==> config.mk <==
export PLATFORM = sky130hd
export DESIGN_NAME = configurable_multicast_switch_unit_flat
export DESIGN_NICKNAME = d
export VERILOG_FILES = /design/src/rtl/cms_pkg.sv /design/src/rtl/cms_if.sv /design/src/rtl/cms_xbar.sv /design/src/rtl/configurable_multicast_switch_unit.sv /design/src/flat_wrapper.sv
export SDC_FILE = /design/constraint.sdc
export NUM_CORES = 1
export LEC_CHECK = 0
export BUFFER_PORTS_ARGS = -buffer_cell sky130_fd_sc_hd__buf_2
export CAP_MARGIN = 20
export CORE_ASPECT_RATIO = 1.5
export CORE_MARGIN = 3
export CORE_UTILIZATION = 30
export DETAILED_ROUTE_END_ITERATION = 16
export MAX_ROUTING_LAYER = met4
export PLACE_DENSITY = 0.51
export SLEW_MARGIN = 20
export SYNTH_ARGS = -nofsm -noshare
export SYNTH_HDL_FRONTEND = slang
export SYNTH_HIERARCHICAL = 1
export SYNTH_SLANG_ARGS = --single-unit
export TNS_END_PERCENT = 10
==> constraint.sdc <==
create_clock -name clk -period 4.5 [get_ports clk]
set_input_delay 0.45 -clock clk [delete_from_list [all_inputs] [get_ports clk]]
set_output_delay 0.45 -clock clk [all_outputs]
set_load 0.01 [all_outputs]
==> src/rtl/cms_pkg.sv <==
// Shared constants for the multicast switch unit.
`timescale 1ns / 1ps

package cms_pkg;

    localparam int unsigned NUM_INPUTS_DEF    = 4;
    localparam int unsigned NUM_OUTPUTS_DEF   = 4;
    localparam int unsigned PAYLOAD_WIDTH_DEF = 32;

endpackage

==> src/rtl/cms_if.sv <==
// Request and result channel interfaces of the multicast switch unit.
`timescale 1ns / 1ps

interface cms_req_if #(
    parameter int unsigned NUM_INPUTS    = cms_pkg::NUM_INPUTS_DEF,
    parameter int unsigned NUM_OUTPUTS   = cms_pkg::NUM_OUTPUTS_DEF,
    parameter int unsigned PAYLOAD_WIDTH = cms_pkg::PAYLOAD_WIDTH_DEF
) ();
    logic                     valid;
    logic                     ready;
    logic [NUM_INPUTS-1:0]    in_valid;
    logic [NUM_OUTPUTS-1:0]   out_ready;
    logic [PAYLOAD_WIDTH-1:0] in_payload [NUM_INPUTS];

    modport source (output valid, output in_valid, output out_ready, output in_payload,
                    input ready);
    modport sink   (input valid, input in_valid, input out_ready, input in_payload,
                    output ready);
endinterface

interface cms_res_if #(
    parameter int unsigned NUM_INPUTS    = cms_pkg::NUM_INPUTS_DEF,
    parameter int unsigned NUM_OUTPUTS   = cms_pkg::NUM_OUTPUTS_DEF,
    parameter int unsigned PAYLOAD_WIDTH = cms_pkg::PAYLOAD_WIDTH_DEF
) ();
    logic                     valid;
    logic                     ready;
    logic [NUM_INPUTS-1:0]    in_ready;
    logic [NUM_OUTPUTS-1:0]   out_valid;
    logic [PAYLOAD_WIDTH-1:0] out_payload [NUM_OUTPUTS];

    modport source (output valid, output in_ready, output out_valid, output out_payload,
                    input ready);
    modport sink   (input valid, input in_ready, input out_valid, input out_payload,
                    output ready);
endinterface

==> src/rtl/cms_xbar.sv <==
// Crossbar evaluation: fork readiness, output valids and payload selection.
`timescale 1ns / 1ps

module cms_xbar #(
    parameter int unsigned NUM_INPUTS    = cms_pkg::NUM_INPUTS_DEF,
    parameter int unsigned NUM_OUTPUTS   = cms_pkg::NUM_OUTPUTS_DEF,
    parameter int unsigned PAYLOAD_WIDTH = cms_pkg::PAYLOAD_WIDTH_DEF
) (
    input  logic [NUM_INPUTS*NUM_OUTPUTS-1:0] route,
    input  logic [NUM_INPUTS-1:0]             in_valid,
    input  logic [NUM_OUTPUTS-1:0]            out_ready,
    input  logic [PAYLOAD_WIDTH-1:0]          in_payload  [NUM_INPUTS],
    output logic [NUM_INPUTS-1:0]             in_ready,
    output logic [NUM_OUTPUTS-1:0]            out_valid,
    output logic [PAYLOAD_WIDTH-1:0]          out_payload [NUM_OUTPUTS]
);

    logic [NUM_OUTPUTS-1:0] row [NUM_INPUTS];

    always_comb
    begin
        for (int i = 0; i < NUM_INPUTS; i++)
        begin
            row[i] = route[i*NUM_OUTPUTS +: NUM_OUTPUTS];
        end
    end

    // an input moves only when every branch of its fork can take it
    always_comb
    begin
        for (int i = 0; i < NUM_INPUTS; i++)
        begin
            in_ready[i] = (|row[i]) && (&(~row[i] | out_ready));
        end
    end

    always_comb
    begin
        logic [NUM_OUTPUTS-1:0] self_bit;
        for (int o = 0; o < NUM_OUTPUTS; o++)
        begin
            self_bit       = '0;
            self_bit[o]    = 1'b1;
            out_valid[o]   = 1'b0;
            out_payload[o] = '0;
            // ascending scan: highest routed input wins the payload
            for (int i = 0; i < NUM_INPUTS; i++)
            begin
                if (row[i][o])
                begin
                    if (in_valid[i] && (&(~row[i] | out_ready | self_bit)))
                    begin
                        out_valid[o] = 1'b1;
                    end
                    out_payload[o] = in_payload[i];
                end
            end
        end
    end

endmodule

==> src/rtl/configurable_multicast_switch_unit.sv <==
// Top level of the configurable multicast switch unit.
`timescale 1ns / 1ps

// Each request carries one cycle's snapshot of the switch ports (input valids,
// output readies, input payloads); each result gives the matching input readies,
// output valids and output payloads under the route matrix in cfg_data
// (bit input*NUM_OUTPUTS+output). A request is registered, passed through the
// crossbar logic and registered again, and one request is taken every cycle while
// results are drained.
// Write the route matrix with cfg_we only while no request is in flight.
module configurable_multicast_switch_unit #(
    parameter int unsigned NUM_INPUTS    = cms_pkg::NUM_INPUTS_DEF,
    parameter int unsigned NUM_OUTPUTS   = cms_pkg::NUM_OUTPUTS_DEF,
    parameter int unsigned PAYLOAD_WIDTH = cms_pkg::PAYLOAD_WIDTH_DEF
) (
    input  logic                              clk,
    input  logic                              rst_n,
    input  logic                              cfg_we,
    input  logic [NUM_INPUTS*NUM_OUTPUTS-1:0] cfg_data,
    cms_req_if.sink                           req,
    cms_res_if.source                         res
);

    localparam int unsigned ROUTE_WIDTH = NUM_INPUTS * NUM_OUTPUTS;

    logic [ROUTE_WIDTH-1:0]   route_reg;

    logic                     s1_valid_reg;
    logic [NUM_INPUTS-1:0]    s1_in_valid_reg;
    logic [NUM_OUTPUTS-1:0]   s1_out_ready_reg;
    logic [PAYLOAD_WIDTH-1:0] s1_payload_reg [NUM_INPUTS];

    logic                     s2_valid_reg;
    logic [NUM_INPUTS-1:0]    s2_in_ready_reg;
    logic [NUM_OUTPUTS-1:0]   s2_out_valid_reg;
    logic [PAYLOAD_WIDTH-1:0] s2_payload_reg [NUM_OUTPUTS];

    logic [NUM_INPUTS-1:0]    in_ready_next;
    logic [NUM_OUTPUTS-1:0]   out_valid_next;
    logic [PAYLOAD_WIDTH-1:0] payload_next [NUM_OUTPUTS];

    logic s1_load;
    logic s2_load;
    logic s2_free;

    assign s2_free   = !s2_valid_reg || res.ready;
    assign s2_load   = s1_valid_reg && s2_free;
    assign req.ready = !s1_valid_reg || s2_free;
    assign s1_load   = req.valid && req.ready;

    always_ff @(posedge clk or negedge rst_n)
    begin
        if (!rst_n)
        begin
            route_reg <= '0;
        end
        else if (cfg_we)
        begin
            route_reg <= cfg_data;
        end
    end

    always_ff @(posedge clk or negedge rst_n)
    begin
        if (!rst_n)
        begin
            s1_valid_reg <= 1'b0;
            s2_valid_reg <= 1'b0;
        end
        else
        begin
            if (req.ready)
            begin
                s1_valid_reg <= req.valid;
            end
            if (s2_free)
            begin
                s2_valid_reg <= s1_valid_reg;
            end
        end
    end

    always_ff @(posedge clk)
    begin
        if (s1_load)
        begin
            s1_in_valid_reg  <= req.in_valid;
            s1_out_ready_reg <= req.out_ready;
            s1_payload_reg   <= req.in_payload;
        end
        if (s2_load)
        begin
            s2_in_ready_reg  <= in_ready_next;
            s2_out_valid_reg <= out_valid_next;
            s2_payload_reg   <= payload_next;
        end
    end

    cms_xbar #(
        .NUM_INPUTS    (NUM_INPUTS),
        .NUM_OUTPUTS   (NUM_OUTPUTS),
        .PAYLOAD_WIDTH (PAYLOAD_WIDTH)
    ) u_xbar (
        .route       (route_reg),
        .in_valid    (s1_in_valid_reg),
        .out_ready   (s1_out_ready_reg),
        .in_payload  (s1_payload_reg),
        .in_ready    (in_ready_next),
        .out_valid   (out_valid_next),
        .out_payload (payload_next)
    );

    assign res.valid       = s2_valid_reg;
    assign res.in_ready    = s2_in_ready_reg;
    assign res.out_valid   = s2_out_valid_reg;
    assign res.out_payload = s2_payload_reg;

endmodule

==> src/flat_wrapper.sv <==
// flat-port wrapper written by rule: the top's interface ports become plain ports
module configurable_multicast_switch_unit_flat 
#(
    parameter int unsigned NUM_INPUTS    = cms_pkg::NUM_INPUTS_DEF,
    parameter int unsigned NUM_OUTPUTS   = cms_pkg::NUM_OUTPUTS_DEF,
    parameter int unsigned PAYLOAD_WIDTH = cms_pkg::PAYLOAD_WIDTH_DEF
)
  (clk, rst_n, cfg_we, cfg_data, req_valid, req_in_valid, req_out_ready, req_in_payload, req_ready, res_valid, res_in_ready, res_out_valid, res_out_payload, res_ready);
  cms_req_if #(.NUM_INPUTS(NUM_INPUTS), .NUM_OUTPUTS(NUM_OUTPUTS), .PAYLOAD_WIDTH(PAYLOAD_WIDTH)) req_i ();
  cms_res_if #(.NUM_INPUTS(NUM_INPUTS), .NUM_OUTPUTS(NUM_OUTPUTS), .PAYLOAD_WIDTH(PAYLOAD_WIDTH)) res_i ();
  input  logic clk;
  input  logic rst_n;
  input  logic cfg_we;
  input  logic [NUM_INPUTS*NUM_OUTPUTS-1:0] cfg_data;
  input wire logic [$bits(req_i.valid)-1:0] req_valid;
  input wire logic [$bits(req_i.in_valid)-1:0] req_in_valid;
  input wire logic [$bits(req_i.out_ready)-1:0] req_out_ready;
  input wire logic [$bits(req_i.in_payload)-1:0] req_in_payload;
  output wire logic [$bits(req_i.ready)-1:0] req_ready;
  output wire logic [$bits(res_i.valid)-1:0] res_valid;
  output wire logic [$bits(res_i.in_ready)-1:0] res_in_ready;
  output wire logic [$bits(res_i.out_valid)-1:0] res_out_valid;
  output wire logic [$bits(res_i.out_payload)-1:0] res_out_payload;
  input wire logic [$bits(res_i.ready)-1:0] res_ready;
  assign req_i.valid = req_valid;
  assign req_i.in_valid = req_in_valid;
  assign req_i.out_ready = req_out_ready;
  assign req_i.in_payload = {>>{req_in_payload}};
  assign req_ready = req_i.ready;
  assign res_valid = res_i.valid;
  assign res_in_ready = res_i.in_ready;
  assign res_out_valid = res_i.out_valid;
  assign res_out_payload = {>>{res_i.out_payload}};
  assign res_i.ready = res_ready;
  configurable_multicast_switch_unit #(.NUM_INPUTS(NUM_INPUTS), .NUM_OUTPUTS(NUM_OUTPUTS), .PAYLOAD_WIDTH(PAYLOAD_WIDTH)) u_core (.clk(clk), .rst_n(rst_n), .cfg_we(cfg_we), .cfg_data(cfg_data), .req(req_i), .res(res_i));
endmodule
# Word-level counts from Yosys, hierarchy flattened
# Cells that the tools add are included.
# W data, S select, Z words.
dict set report word_totals {
  regBits 290
  latch_bits 0
  mem_bits_rw 0
  rom_bits 0
  in_bits 157
  output_inout_bits 138
  word_cells 121
  memories 0
}
dict set report classes {
  addsub 0
  n_mul 0
  n_div 0
  order_cmp 0
  n_eq_ne 0
  shift 0
  n_mux 48
  n_bitwise 8
  n_reduce_logical 50
}
# cell n
set ops {}
lappend ops {{$mux W32} 16}
lappend ops {{$reduce_and A3 Y1} 16}
lappend ops {{$mux W1} 32}
lappend ops {{$logic_and A1 B1 Y1} 22}
lappend ops {{$not A4 Y4} 4}
lappend ops {{$or A4 B4 Y4} 4}
lappend ops {{$reduce_and A4 Y1} 4}
lappend ops {{$reduce_or A4 Y1} 4}
lappend ops {{$logic_not A1 Y1} 2}
lappend ops {{$logic_or A1 B1 Y1} 2}

# Longest topological paths before layout
# Gate-level depths: netlist (run 1).
dict set report logic_depth {
  ltp_word 12
  mapped_depth 6
  depth_no_buf 4
}

# By module
# The synthesis (run 1) kept the hierarchy.
# mod instances cells_each area_per_inst_um2 seq_area_each_um2
set modules_own_cells {}
lappend modules_own_cells {configurable_multicast_switch_unit 1 314 8906.0 8618.3}
lappend modules_own_cells {cms_xbar 1 671 4603.2 0.0}

# Least setup slack after synthesis (run 1)
# OpenSTA, ideal clock, no wires.
dict set report synth_path {
  path_kind {input port to flip-flop}
  start {input res_ready}
  end {register u_core.s1_in_valid_reg[0], enable pin}
  arrival_time_ns 3.792
  required_time_ns 3.988
  setup_slack_ns 0.196
  stages 2
  n_path_buf 0
  cell_sequence {nand3b_1 > and2_1}
}
dict set report synth_between {
  elab_chain_cells 3
}
# element line
set synth_lines {}
lappend synth_lines {{start, declared} flat_wrapper.sv:24} ;# input wire logic [$bits(res_i.ready)-1:0] res_ready;
lappend synth_lines {{$logic_or A1 B1 Y1} configurable_multicast_switch_unit.sv:46} ;# assign s2_free = !s2_valid_reg || res.ready;
lappend synth_lines {{$logic_or A1 B1 Y1} configurable_multicast_switch_unit.sv:48} ;# assign req.ready = !s1_valid_reg || s2_free;
lappend synth_lines {{$logic_and A1 B1 Y1} configurable_multicast_switch_unit.sv:49} ;# assign s1_load = req.valid && req.ready;
lappend synth_lines {{via u_core.s1_load} configurable_multicast_switch_unit.sv:42} ;# logic s1_load;
lappend synth_lines {{end signal, assigned} configurable_multicast_switch_unit.sv:87} ;# s1_in_valid_reg <= req.in_valid;
lappend synth_lines {{end, declared} configurable_multicast_switch_unit.sv:29} ;# logic [NUM_INPUTS-1:0] s1_in_valid_reg;
# The timed path passes the listed nets, and every way through them passes these cells.
# A chain may end at the register's enable or synchronous reset.

==> summary.md, run 1 <==
| Metric | Value |
|---|---|
| CTS Sinks | 290 |
| Post-route DRC | 0 |
| GR Overflow Total | 0 |
| # IOs | 295 |
| Post-route minimum period | 2.62 ns |
| Critical Path Start | u_core/route_reg[4] |
| Hold Path Class | input port to flip-flop |
| Synthesized area per cell | 13.7 sq um |
| Die area | 0.0477 sq mm |
| Final Hold Fails | 0 |
| Final slew viol count | 0 |
| Most common cell in the netlist | edfxtp_1 |
| Drt wl/cell | 24.1 microns |
| Post-synth EDFFs | 272 |
| Mapped Cells | 985 |
| Worst-Margin Slew | 1.21 ns |
| H-Tree Depth | 1 |
| FF-to-FF End | u_core/res.out_payload[96] |
| TritonRoute pass-1 iters | 5 |
| Peak supply drop | 0.291 mV |
| Clock Path Buffers | 3 |
| Synth cell count leaders | 272 x edfxtp_1, 144 x nand2_1, 102 x nor2b_1, 66 x a221oi_1, 66 x o31ai_1 |
| Layout Nets | 1394 |
| Vias/cell | 5.28 |
| Tcrit/Tclk final | 58.2% |
| HP Start | req_in_payload[48] |
| R2r setup slk | 1.88 ns |
| Critical Path End Type | flip-flop |
| F_max | 382 MHz |
| Vias in the first global route | 9556 |
| Post-synthesis register bit count | 290 |
| Critical Path RT | 4.90 ns |
| Core Util, Final | 36.9% |
| Area leader, netlist | edfxtp_1 |
| Initial core utilization | 30.5% |
| Final Wtd Congestion | 0.817 |
| Status | complete, no violations |
| Max-cap violations | 0 |
| WS Path Type | flip-flop to flip-flop |
| Mapped cell area | 0.0135 sq mm |
| DRT antenna net count | 0 |
| Port bufs | 294 |
| Leakage | 0.00599 uW |
| 1st-iter DRT viols | 907 |
| Clk_lat worst skew | 0.58 ns |
| Mapped Nets | 1142 |
| Chip width | 179 microns |
| Area Overhead vs Synth | 20.7% |
| Top cells by area, synth | edfxtp_1 60%, nor2b_1 4.7%, a221oi_1 4.3% |
| FF-to-FF path depth | 4 |
| CTS root buf | clkbuf_16 |
| Netlist cell types | 37 |
| Vias | 9714 |
| Final TNS setup | 0 ns |
| Layout cell share with drive strength beyond 1 | 35.7% |
| Hold Path End | u_core/s1_payload_reg[48] |
| Startpoint types | flip-flop |
| Seq/Total Area, Yosys | 63.8% |
| Placeable core region | 0.0442 sq mm |
| Initial antenna violation count | 7 |
| Die Y | 266 microns |
| Largest net degree at the start of global routing | 69 |
| Worst-path clk slew | 0.07 ns |
| Signal arrival time at the worst endpoint | 3.02 ns |
| CP Max Fanout | 38 |
| Post-synth top area share | 60.5% |
| Max_slew headroom | 18.9% |
| Global Route Usage Sum | 18.4% |
| Design Power | 7230 uW |
| Hold path depth | 1 |
| Setup violators final | 0 |
| Pwr dens | 443 mW/mm^2 |
| Post-synth ARST share | 6.21% |
| Yosys warnings | 6 |
| TritonCTS clock tree | built |
| RSZ-0062 raised after global routing | false |
| First-pass GRT wire length | 63.4 mm |
| Post-synth top flop | edfxtp_1 |
| Crit Reg-Reg Startpoint | u_core/route_reg[4] |
| Clock Skew | 0.0120 ns |
| CTS buffer count | 31 |
| Total wire length | 44.4 mm |
| Std-Cell Rows | 94 |
| HPWL Detailed | 28.1 mm |
-- critical path: stages, from the launching register on --
cell      delay [ns]
dfrtp_4         0.76
nor2b_4         0.80
buf_4           0.43
a221oi_1        0.13
o31ai_1         0.28
-- final cells by class --
type                            instances  area (sq um)
Multi-Input combinational cell        603          4310
Timing Repair Buffer                  308          1590
Clock inverter                         21           214
Antenna cell                            6          15.0
Fill cell                            4349         27900
Clock buffer                           34           787
Inverter                                3          11.3
Tap cell                              576           721
Sequential cell                       290          8650
-- routing by layer --
metal	global-route usage [%]	vias up	share of wire, %
li1	-	4401	-
met1	22.4	4813	39
met2	30.6	411	51
met3	2.97	89	6.7
met4	6.84	0	3.4
met5	-	-	0
-- layout by cell type, fill, tap and decap left out, types with 3 or more instances in the layout --
master,Yosys,final
clkinvlp_4,0,4
o21ai_1,64,64
dfrtp_2,0,7
mux2_4,10,10
mux2_2,6,6
a221o_1,31,31
nor4_1,6,6
o211ai_1,4,4
bufinv_16,0,4
nand2_1,144,144
nor2b_1,102,102
o31ai_1,66,66
o31ai_2,30,30
dfrtp_4,0,5
diode_2,0,6
edfxtp_1,272,272
clkbuf_16,0,31
nand3_1,3,3
buf_4,4,12
nand2b_1,6,6
a21oi_1,5,5
clkinv_1,0,7
or4_1,5,5
clkbuf_1,33,3
nor2b_4,6,6
dfrtp_1,18,6
a221oi_2,30,30
nor2_1,6,6
clkinv_2,0,4
buf_2,29,294
a221oi_1,66,66
-- stage by stage --
step / instances / instance area (sq um) / setup WS (ns) / hold WS [ns]
global route: 1841 / 16300 / 1.74 / 0.0134
floorplan: 985 / 13500 / 0.196 / 0.154
detailed placement: 1779 / 15300 / 1.86 / 0.428
global placement: 1779 / 15300 / 1.92 / 0.419
finish: 1841 / 16300 / 1.88 / 0.0436
CTS: 1835 / 16300 / 1.84 / 0.00680
-- power breakdown --
part / total, uW / internal [uW] / switching (uW)
Combinational: 1050 / 445 / 601
Sequential: 3620 / 3280 / 337
Clock: 2560 / 1480 / 1080
Total: 7230 / 5210 / 2020
-- worst max path at each step --
stage | endpoint | cells after the start
after global routing | u_core/res.out_payload[96] | 4
after detailed placement | u_core/res.out_payload[96] | 4
after CTS | u_core/res.out_payload[96] | 4
after floorplan | u_core/s1_in_valid_reg[0] | 2
final | u_core/res.out_payload[96] | 4
after global placement | u_core/res.out_payload[96] | 4
-- logic make-up (layout without fill, tap and decap cells) --
kind of cell | after synthesis | in the layout | share of synthesized area [%]
other cells | 0 | 6 | 0
buf+inv | 92 | 366 | 4.31
simple gates | 287 | 287 | 10.9
mux | 16 | 16 | 1.61
compound gates | 300 | 300 | 19.4
flops | 290 | 290 | 63.8
-- repair_timing --
action,in CTS,in global routing
setup endpoints to repair,0,0
gates resized for setup,0,0
setup buffers,0,0
hold endpoints to repair,18,0
hold buffers,1,0
(Power assumes the default switching activity.)
==> run 2, diff against run 1 <==
ABC_AREA = 1   (was not set)
clock period = 2.6 ns   (was 4.5 ns; I/O delays follow)
==> summary.md, run 2 <==
| Metric | Value |
|---|---|
| Crit Reg-Reg Startpoint | u_core/route_reg[4] |
| Clock share of power | 34.4% (-1.0 points) |
| Clock Path Buffers | 3 (unchanged) |
| Commonest non-fill, non-tap cell in the layout | nand2_1 |
| CTS buffer count | 30 (-3.2%) |
| CP Max Fanout | 32 (-16%) |
| Die Y | 268 microns (+0.78%) |
| TritonRoute pass-1 iters | 6 (+1) |
| Post-synth top area share | 59.5% (-0.96 points) |
| Peak supply drop | 0.446 mV (+53%) |
| Total wire length | 46.0 mm (+3.8%) |
| Leakage | 0.00792 uW (+32%) |
| Post-route DRC | 0 (unchanged) |
| Critical Path End Type | flip-flop |
| Mapped Nets | 1617 (+42%) |
| Vias in the first global route | 11.8k (+24%) |
| Sw Share | 28.7% (+0.81 points) |
| Mapped cell area | 0.0137 sq mm (+1.6%) |
| NetSw | 3590 uW (+78%) |
| Max_slew headroom | 47.9% (+29 points) |
| Critical Path RT | 3.05 ns (-1.85 ns) |
| Seq/Total Area, Yosys | 62.8% (-1.0 points) |
| Global Route Usage Sum | 18.6% (+0.21 points) |
| GR Overflow Total | 0 (unchanged) |
| CTS root buf | clkbuf_16 |
| F_max | 554 MHz (+45%) |
| Crit-path cells | nor2_8 -> nand2_1 -> nand2_1 -> nand2_1 -> nand2_1 |
| Post-synth EDFFs | 272 (unchanged) |
| Chip width | 181 microns (+0.78%) |
| Most common cell in the netlist | nand2_1 |
| Fillers | 4351 (+0.046%) |
| Synth cell count leaders | 695 x nand2_1, 272 x edfxtp_1, 258 x a21oi_1, 57 x inv_1, 37 x buf_2 |
| # IOs | 295 (unchanged) |
| Critical Path Most Common Cell | nand2_1 |
| Vias | 12.0k (+24%) |
| First-pass GRT wire length | 68.1 mm (+7.3%) |
| Die area | 0.0484 sq mm (+1.6%) |
| Signal arrival time at the worst endpoint | 2.26 ns (-0.76 ns) |
| RSZ-0062 raised after global routing | false |
| WS Path Type | flip-flop to flip-flop |
| FF-to-FF path depth | 5 (+1) |
| Setup violators final | 0 (unchanged) |
| Area leader, netlist | edfxtp_1 |
| Worst-Margin Slew | 0.782 ns (-0.432 ns) |
| Port bufs | 294 (unchanged) |
| Pwr dens | 689 mW/mm^2 (+55%) |
| 1st-iter DRT viols | 1204 (+33%) |
| Final slew viol count | 0 (unchanged) |
| Worst stage delay on the critical path | 0.68 ns (-0.12 ns) |
| FF+latch area | 0.00865 sq mm (+0.10%) |
| Slowest cell on crit path | nor2_8 |
| Tcrit/Tclk final | 69.5% (+11 points) |
| Vias/cell | 4.84 (-8.3%) |
| Status | complete, no violations |
| Layout Nets | 2029 (+46%) |
| Max-cap violations | 0 (unchanged) |
| CTS Sinks | 290 (unchanged) |
| Worst-path clk slew | 0.06 ns (about the same) |
| Clk_lat worst skew | 0.58 ns (about the same) |
| HPWL Detailed | 27.9 mm (-0.63%) |
| Sequential Power Share | 49.3% (-0.8 points) |
| Buf/Inv on CP | 0 (-1) |
| Post-synth top flop | edfxtp_1 |
| Post-route minimum period | 1.81 ns (-0.814 ns) |
| Final Wtd Congestion | 0.865 (+5.8%) |
| Clock Skew | 0.0144 ns (+0.00237 ns) |
| Final Hold Fails | 0 (unchanged) |
| Yosys warnings | 6 (unchanged) |
| Layout cell share with drive strength beyond 1 | 20.4% (-15 points) |
| Post-synth ARST share | 6.21% (unchanged) |
| Post-synthesis register bit count | 290 (unchanged) |
| Area Overhead vs Synth | 32.1% |
| Top cells by area, synth | edfxtp_1 60%, nand2_1 19%, a21oi_1 9.4% |
| Commonest cells after routing, fill and taps aside | 695 x nand2_1, 294 x buf_2, 272 x edfxtp_1 |
| R2r setup slk | 0.79 ns (-1.09 ns) |
| DRT antenna net count | 0 (unchanged) |
| Placeable core region | 0.0450 sq mm (+1.9%) |
| Hold WS | 0.157 ns (+0.114 ns) |
| Synthesized area per cell | 9.40 sq um (-31%) |
| Comb pwr share | 16.3% (+1.8 points) |
| Hold Path Class | input port to async pin |
| Netlist cell types | 19 (-49%) |
| H-Tree Depth | 1 (unchanged) |
| Crit-path leading delay family | simple AND/OR/NAND/NOR gates |
| Drt wl/cell | 18.6 microns (-23%) |
| Largest net degree at the start of global routing | 72 (+4.3%) |
| Multi-input logic area | 0.00432 sq mm (+0.14%) |
| FF-to-FF End | u_core/res.out_payload[109] |
| Design Power | 12500 uW (+73%) |
| TritonCTS clock tree | built |
| Critical Path Start | u_core/route_reg[4] |
| Initial antenna violation count | 2 (-5) |
| Mapped Cells | 1460 (+48%) |
| Pint | 8900 uW (+71%) |
| Initial core utilization | 30.5% (-0.078 points) |
| Startpoint types | flip-flop |
| Std-Cell Rows | 95 (+1.1%) |
==> run 2: through the flow <==
step | util, % | worst slack (ns) | setup TNS [ns] | cell area [sq um] | instances
finish | 40.3 | 0.794 | 0 | 18100 | 2480
global route | 40.3 | 0.713 | 0 | 18100 | 2480
CTS | 40.2 | 0.796 | 0 | 18100 | 2478
detailed placement | 34.6 | 0.806 | 0 | 15600 | 2266
global placement | 34.6 | 0.825 | 0 | 15600 | 2266
floorplan | - | -0.543 | -138.32 | 13700 | 1460
==> run 2: worst max path at each step <==
stage / end / slack (ns) / depth (start not counted)
6_report: u_core/res.out_payload[109] / 0.79 / 5
5_1_grt: u_core/res.out_payload[113] / 0.71 / 5
4_1_cts: u_core/res.out_payload[78] / 0.80 / 4
3_5_place_dp: u_core/res.out_payload[78] / 0.81 / 4
3_3_place_gp: u_core/res.out_payload[76] / 0.82 / 5
2_1_floorplan: u_core/res.in_ready[0] / -0.54 / 1
==> run 2: layer usage <==
metal | GRT usage [%] | part of all wire (%) | wire, microns | up-vias
met4 | 8.47 | 4.3 | 1970 | 0
li1 | - | - | - | 5685
met1 | 22.4 | 39 | 17800 | 5538
met2 | 31.5 | 50 | 22900 | 652
met3 | 2.00 | 7.2 | 3310 | 129
met5 | - | 0 | 0 | -
==> run 2: power groups by stage <==
stage,clock [uW],sequential [uW],combinational (uW)
6_report,4300,6160,2030
5_1_grt,4630,6210,2250
4_1_cts,4450,6160,2030
3_5_place_dp,0,6260,1840
3_3_place_gp,0,6260,1810
2_1_floorplan,0,6070,1190
==> run 2: logic make-up (layout without fill, tap and decap cells) <==
kind of cell / count (synthesis) / count (layout) / share of synthesized area (%)
AND/OR/NAND/NOR: 748 / 748 / 21.2
flip-flops: 290 / 290 / 62.8
AO/OA/AOI/OAI: 275 / 275 / 10.2
buffers and inverters: 147 / 583 / 5.86
other: 0 / 2 / 0
==> run 2: timing repair <==
| item | in CTS | in global routing |
|---|---|---|
| hold buffers | 156 | 0 |
| resized for setup | 0 | 0 |
| setup buffers | 0 | 0 |
| endpoints found under the hold margin | 172 | 0 |
==> run 2: layout make-up <==
type | instances | area share (%)
Clock buffer | 32 | 4.18
Multi-Input combinational cell | 1023 | 23.8
Timing Repair Buffer | 467 | 17.7
Antenna cell | 2 | 0.0276
Tap cell | 582 | 4.02
Inverter | 60 | 1.26
Clock inverter | 24 | 1.25
Sequential cell | 290 | 47.7
==> run 2: worst reg2reg max path, stage by stage, from the launching register on <==
cell	delay, ns
dfrtp_2	0.63
nor2_8	0.68
nand2_1	0.16
nand2_1	0.09
nand2_1	0.06
nand2_1	0.07
==> run 3, diff against run 2 <==
PLACE_DENSITY = 0.53   (was 0.51)
clock period = 1.6 ns   (was 2.6 ns; I/O delays follow)
==> summary.md, run 3 (same netlist as run 2, synthesis figures left out) <==
| Metric | Value |
|---|---|
| Status | complete, no violations |
| Startpoint types | flip-flop |
| Post-route minimum period | 1.59 ns (-0.217 ns) |
| Vias in the first global route | 12.3k (+4.2%) |
| 1st-iter DRT viols | 1011 (-16%) |
| Std-Cell Rows | 95 (unchanged) |
| Global Route Usage Sum | 19.5% (+0.96 points) |
| Signal arrival time at the worst endpoint | 2.02 ns (-0.24 ns) |
| Vias/cell | 4.88 (+0.73%) |
| Commonest non-fill, non-tap cell in the layout | nand2_1 |
| Placeable core region | 0.0450 sq mm (unchanged) |
| Cells after DPL | 2295 (+1.3%) |
| Comb pwr share | 18.9% (+2.6 points) |
| Layout cell share with drive strength beyond 1 | 22.1% (+1.7 points) |
| Worst-path clk slew | 0.07 ns (about the same) |
| Die area | 0.0484 sq mm (unchanged) |
| Pint | 15000 uW (+68%) |
| Total wire length | 49.1 mm (+6.8%) |
| Clock Skew | 0.0327 ns (+0.0183 ns) |
| Worst-Margin Slew | 0.778 ns (-0.00405 ns) |
| Tcrit/Tclk final | 99.4% (+30 points) |
| Critical Path Most Common Cell | nand2_1 |
| Clk_lat worst skew | 0.59 ns (about the same) |
| Chip width | 181 microns (unchanged) |
| Setup violators final | 0 (unchanged) |
| Clock Path Buffers | 3 (unchanged) |
| Design Power | 21000 uW (+68%) |
| Initial core utilization | 30.5% (unchanged) |
| # IOs | 295 (unchanged) |
| Crit-path cells | nor2_4 -> nand2_1 -> nand2_1 -> nand2_1 -> nand2_1 |
| Final WS setup | 0.0103 ns (-0.783 ns) |
| Largest net degree at the start of global routing | 69 (-4.2%) |
| Clock share of power | 35.0% (+0.6 points) |
| First-pass GRT wire length | 71.3 mm (+4.7%) |
| Critical Path End Type | flip-flop |
| Sw Share | 28.6% (-0.10 points) |
| Post-route insts no fill | 2508 (+1.1%) |
| Sequential Power Share | 46.1% (-3.2 points) |
| CTS Sinks | 290 (unchanged) |
| Pre-CTS setup slack | 0.0147 ns (-0.791 ns) |
| Initial antenna violation count | 0 (-2) |
| Commonest cells after routing, fill and taps aside | 694 x nand2_1, 294 x buf_2, 272 x edfxtp_1 |
| TritonCTS clock tree | built |
| Max_slew headroom | 48.0% (+0.15 points) |
| Port bufs | 294 (unchanged) |
| Final slew viol count | 0 (unchanged) |
| RSZ-0062 raised after global routing | true |
| HPWL Detailed | 30.2 mm (+8.1%) |
| Layout Nets | 2061 (+1.6%) |
| Hold Path Class | input port to async pin |
| N_diodes | 0 (-2) |
| Final Hold Fails | 0 (unchanged) |
| Worst stage delay on the critical path | 0.63 ns (-0.05 ns) |
| Die Y | 268 microns (unchanged) |
| Final Wtd Congestion | 0.859 (-0.67%) |
| NetSw | 6000 uW (+67%) |
| Post-route DRC | 0 (unchanged) |
| H-Tree Depth | 1 (unchanged) |
| WS Path Type | flip-flop to flip-flop |
| CTS buffer count | 30 (unchanged) |
| Leakage | 0.00818 uW (+3.3%) |
| Slowest cell on crit path | nor2_4 |
| Hold WS | 0.0583 ns (-0.0991 ns) |
| Max-cap violations | 0 (unchanged) |
| GR Overflow Total | 0 (unchanged) |
| Setup Buffers After CTS | 0 (unchanged) |
| DRT antenna net count | 0 (unchanged) |
| Pwr dens | 1130 mW/mm^2 (+63%) |
| Drt wl/cell | 19.6 microns (+5.6%) |
| Critical Path RT | 2.03 ns (-1.02 ns) |
| Area Overhead vs Synth | 35.7% |
| TritonRoute pass-1 iters | 5 (-1) |
| F_max | 629 MHz (+14%) |
| CTS root buf | clkbuf_16 |
| CP Max Fanout | 16 (-50%) |
| Vias | 12.2k (+1.9%) |
| Peak supply drop | 0.873 mV (+96%) |
==> run 3: layer usage <==
layer	vias up	wire [microns]	global-route usage, %
met4	0	2880	10.5
met2	620	24800	33.6
li1	5747	-	-
met3	160	2960	2.02
met5	-	0	-
met1	5701	18500	22.6
==> run 3: metrics by stage <==
stage	setup TNS, ns	util, %	instance area (sq um)
2_1_floorplan	-410.32	-	13700
3_3_place_gp	0	35.5	16000
3_5_place_dp	0	35.5	16000
4_1_cts	0	41.3	18600
5_1_grt	-0.480	41.4	18600
6_report	0	41.4	18600
==> run 3: path summary, 6_finish.rpt <==
path	start	end	slack [ns]	cells after the start
max	u_core/route_reg[7]	u_core/res.out_payload[25]	0.01	5
min	rst_n	u_core/route_reg[10]	0.06	2
max reg2reg	u_core/route_reg[7]	u_core/res.out_payload[25]	0.01	5
min reg2reg	u_core/s1_valid_reg	u_core/res.valid	0.54	2
max in group asynchronous	rst_n	u_core/route_reg[6]	1.17	2
min in group clk	cfg_we	u_core/route_reg[10]	0.08	2
==> run 3: power groups by stage <==
stage                     Combinational [uW]  Clock (uW)  Sequential (uW)
final                                   3960        7340             9660
after global routing                    4360        7800             9730
after CTS                               3910        7530             9660
after detailed placement                3600           0             9810
after global placement                  3570           0             9810
after floorplan                         1940           0             9870
==> run 3: timing repair <==
action / in CTS / in global routing
endpoints found under the setup margin: 0 / 63
resized for setup: 0 / 1
hold buffers: 156 / 0
hold endpoints to repair: 172 / 0
==> run 3: area by class of cell <==
| type | instances | area, sq um |
|---|---|---|
| inverters | 60 | 229 |
| flip-flops and latches | 290 | 8630 |
| well taps | 582 | 728 |
| clock buffers | 30 | 751 |
| repair buffers | 496 | 3650 |
| clock inverters | 24 | 278 |
| fillers | 4275 | 26400 |
| multi-input cells | 1026 | 4360 |
==> run 3: worst max-delay path: cells and delay by family (launching register included) <==
family / cells / cell delay (ns)
and+or+nand+nor: 5 / 0.95
DFF: 1 / 0.50
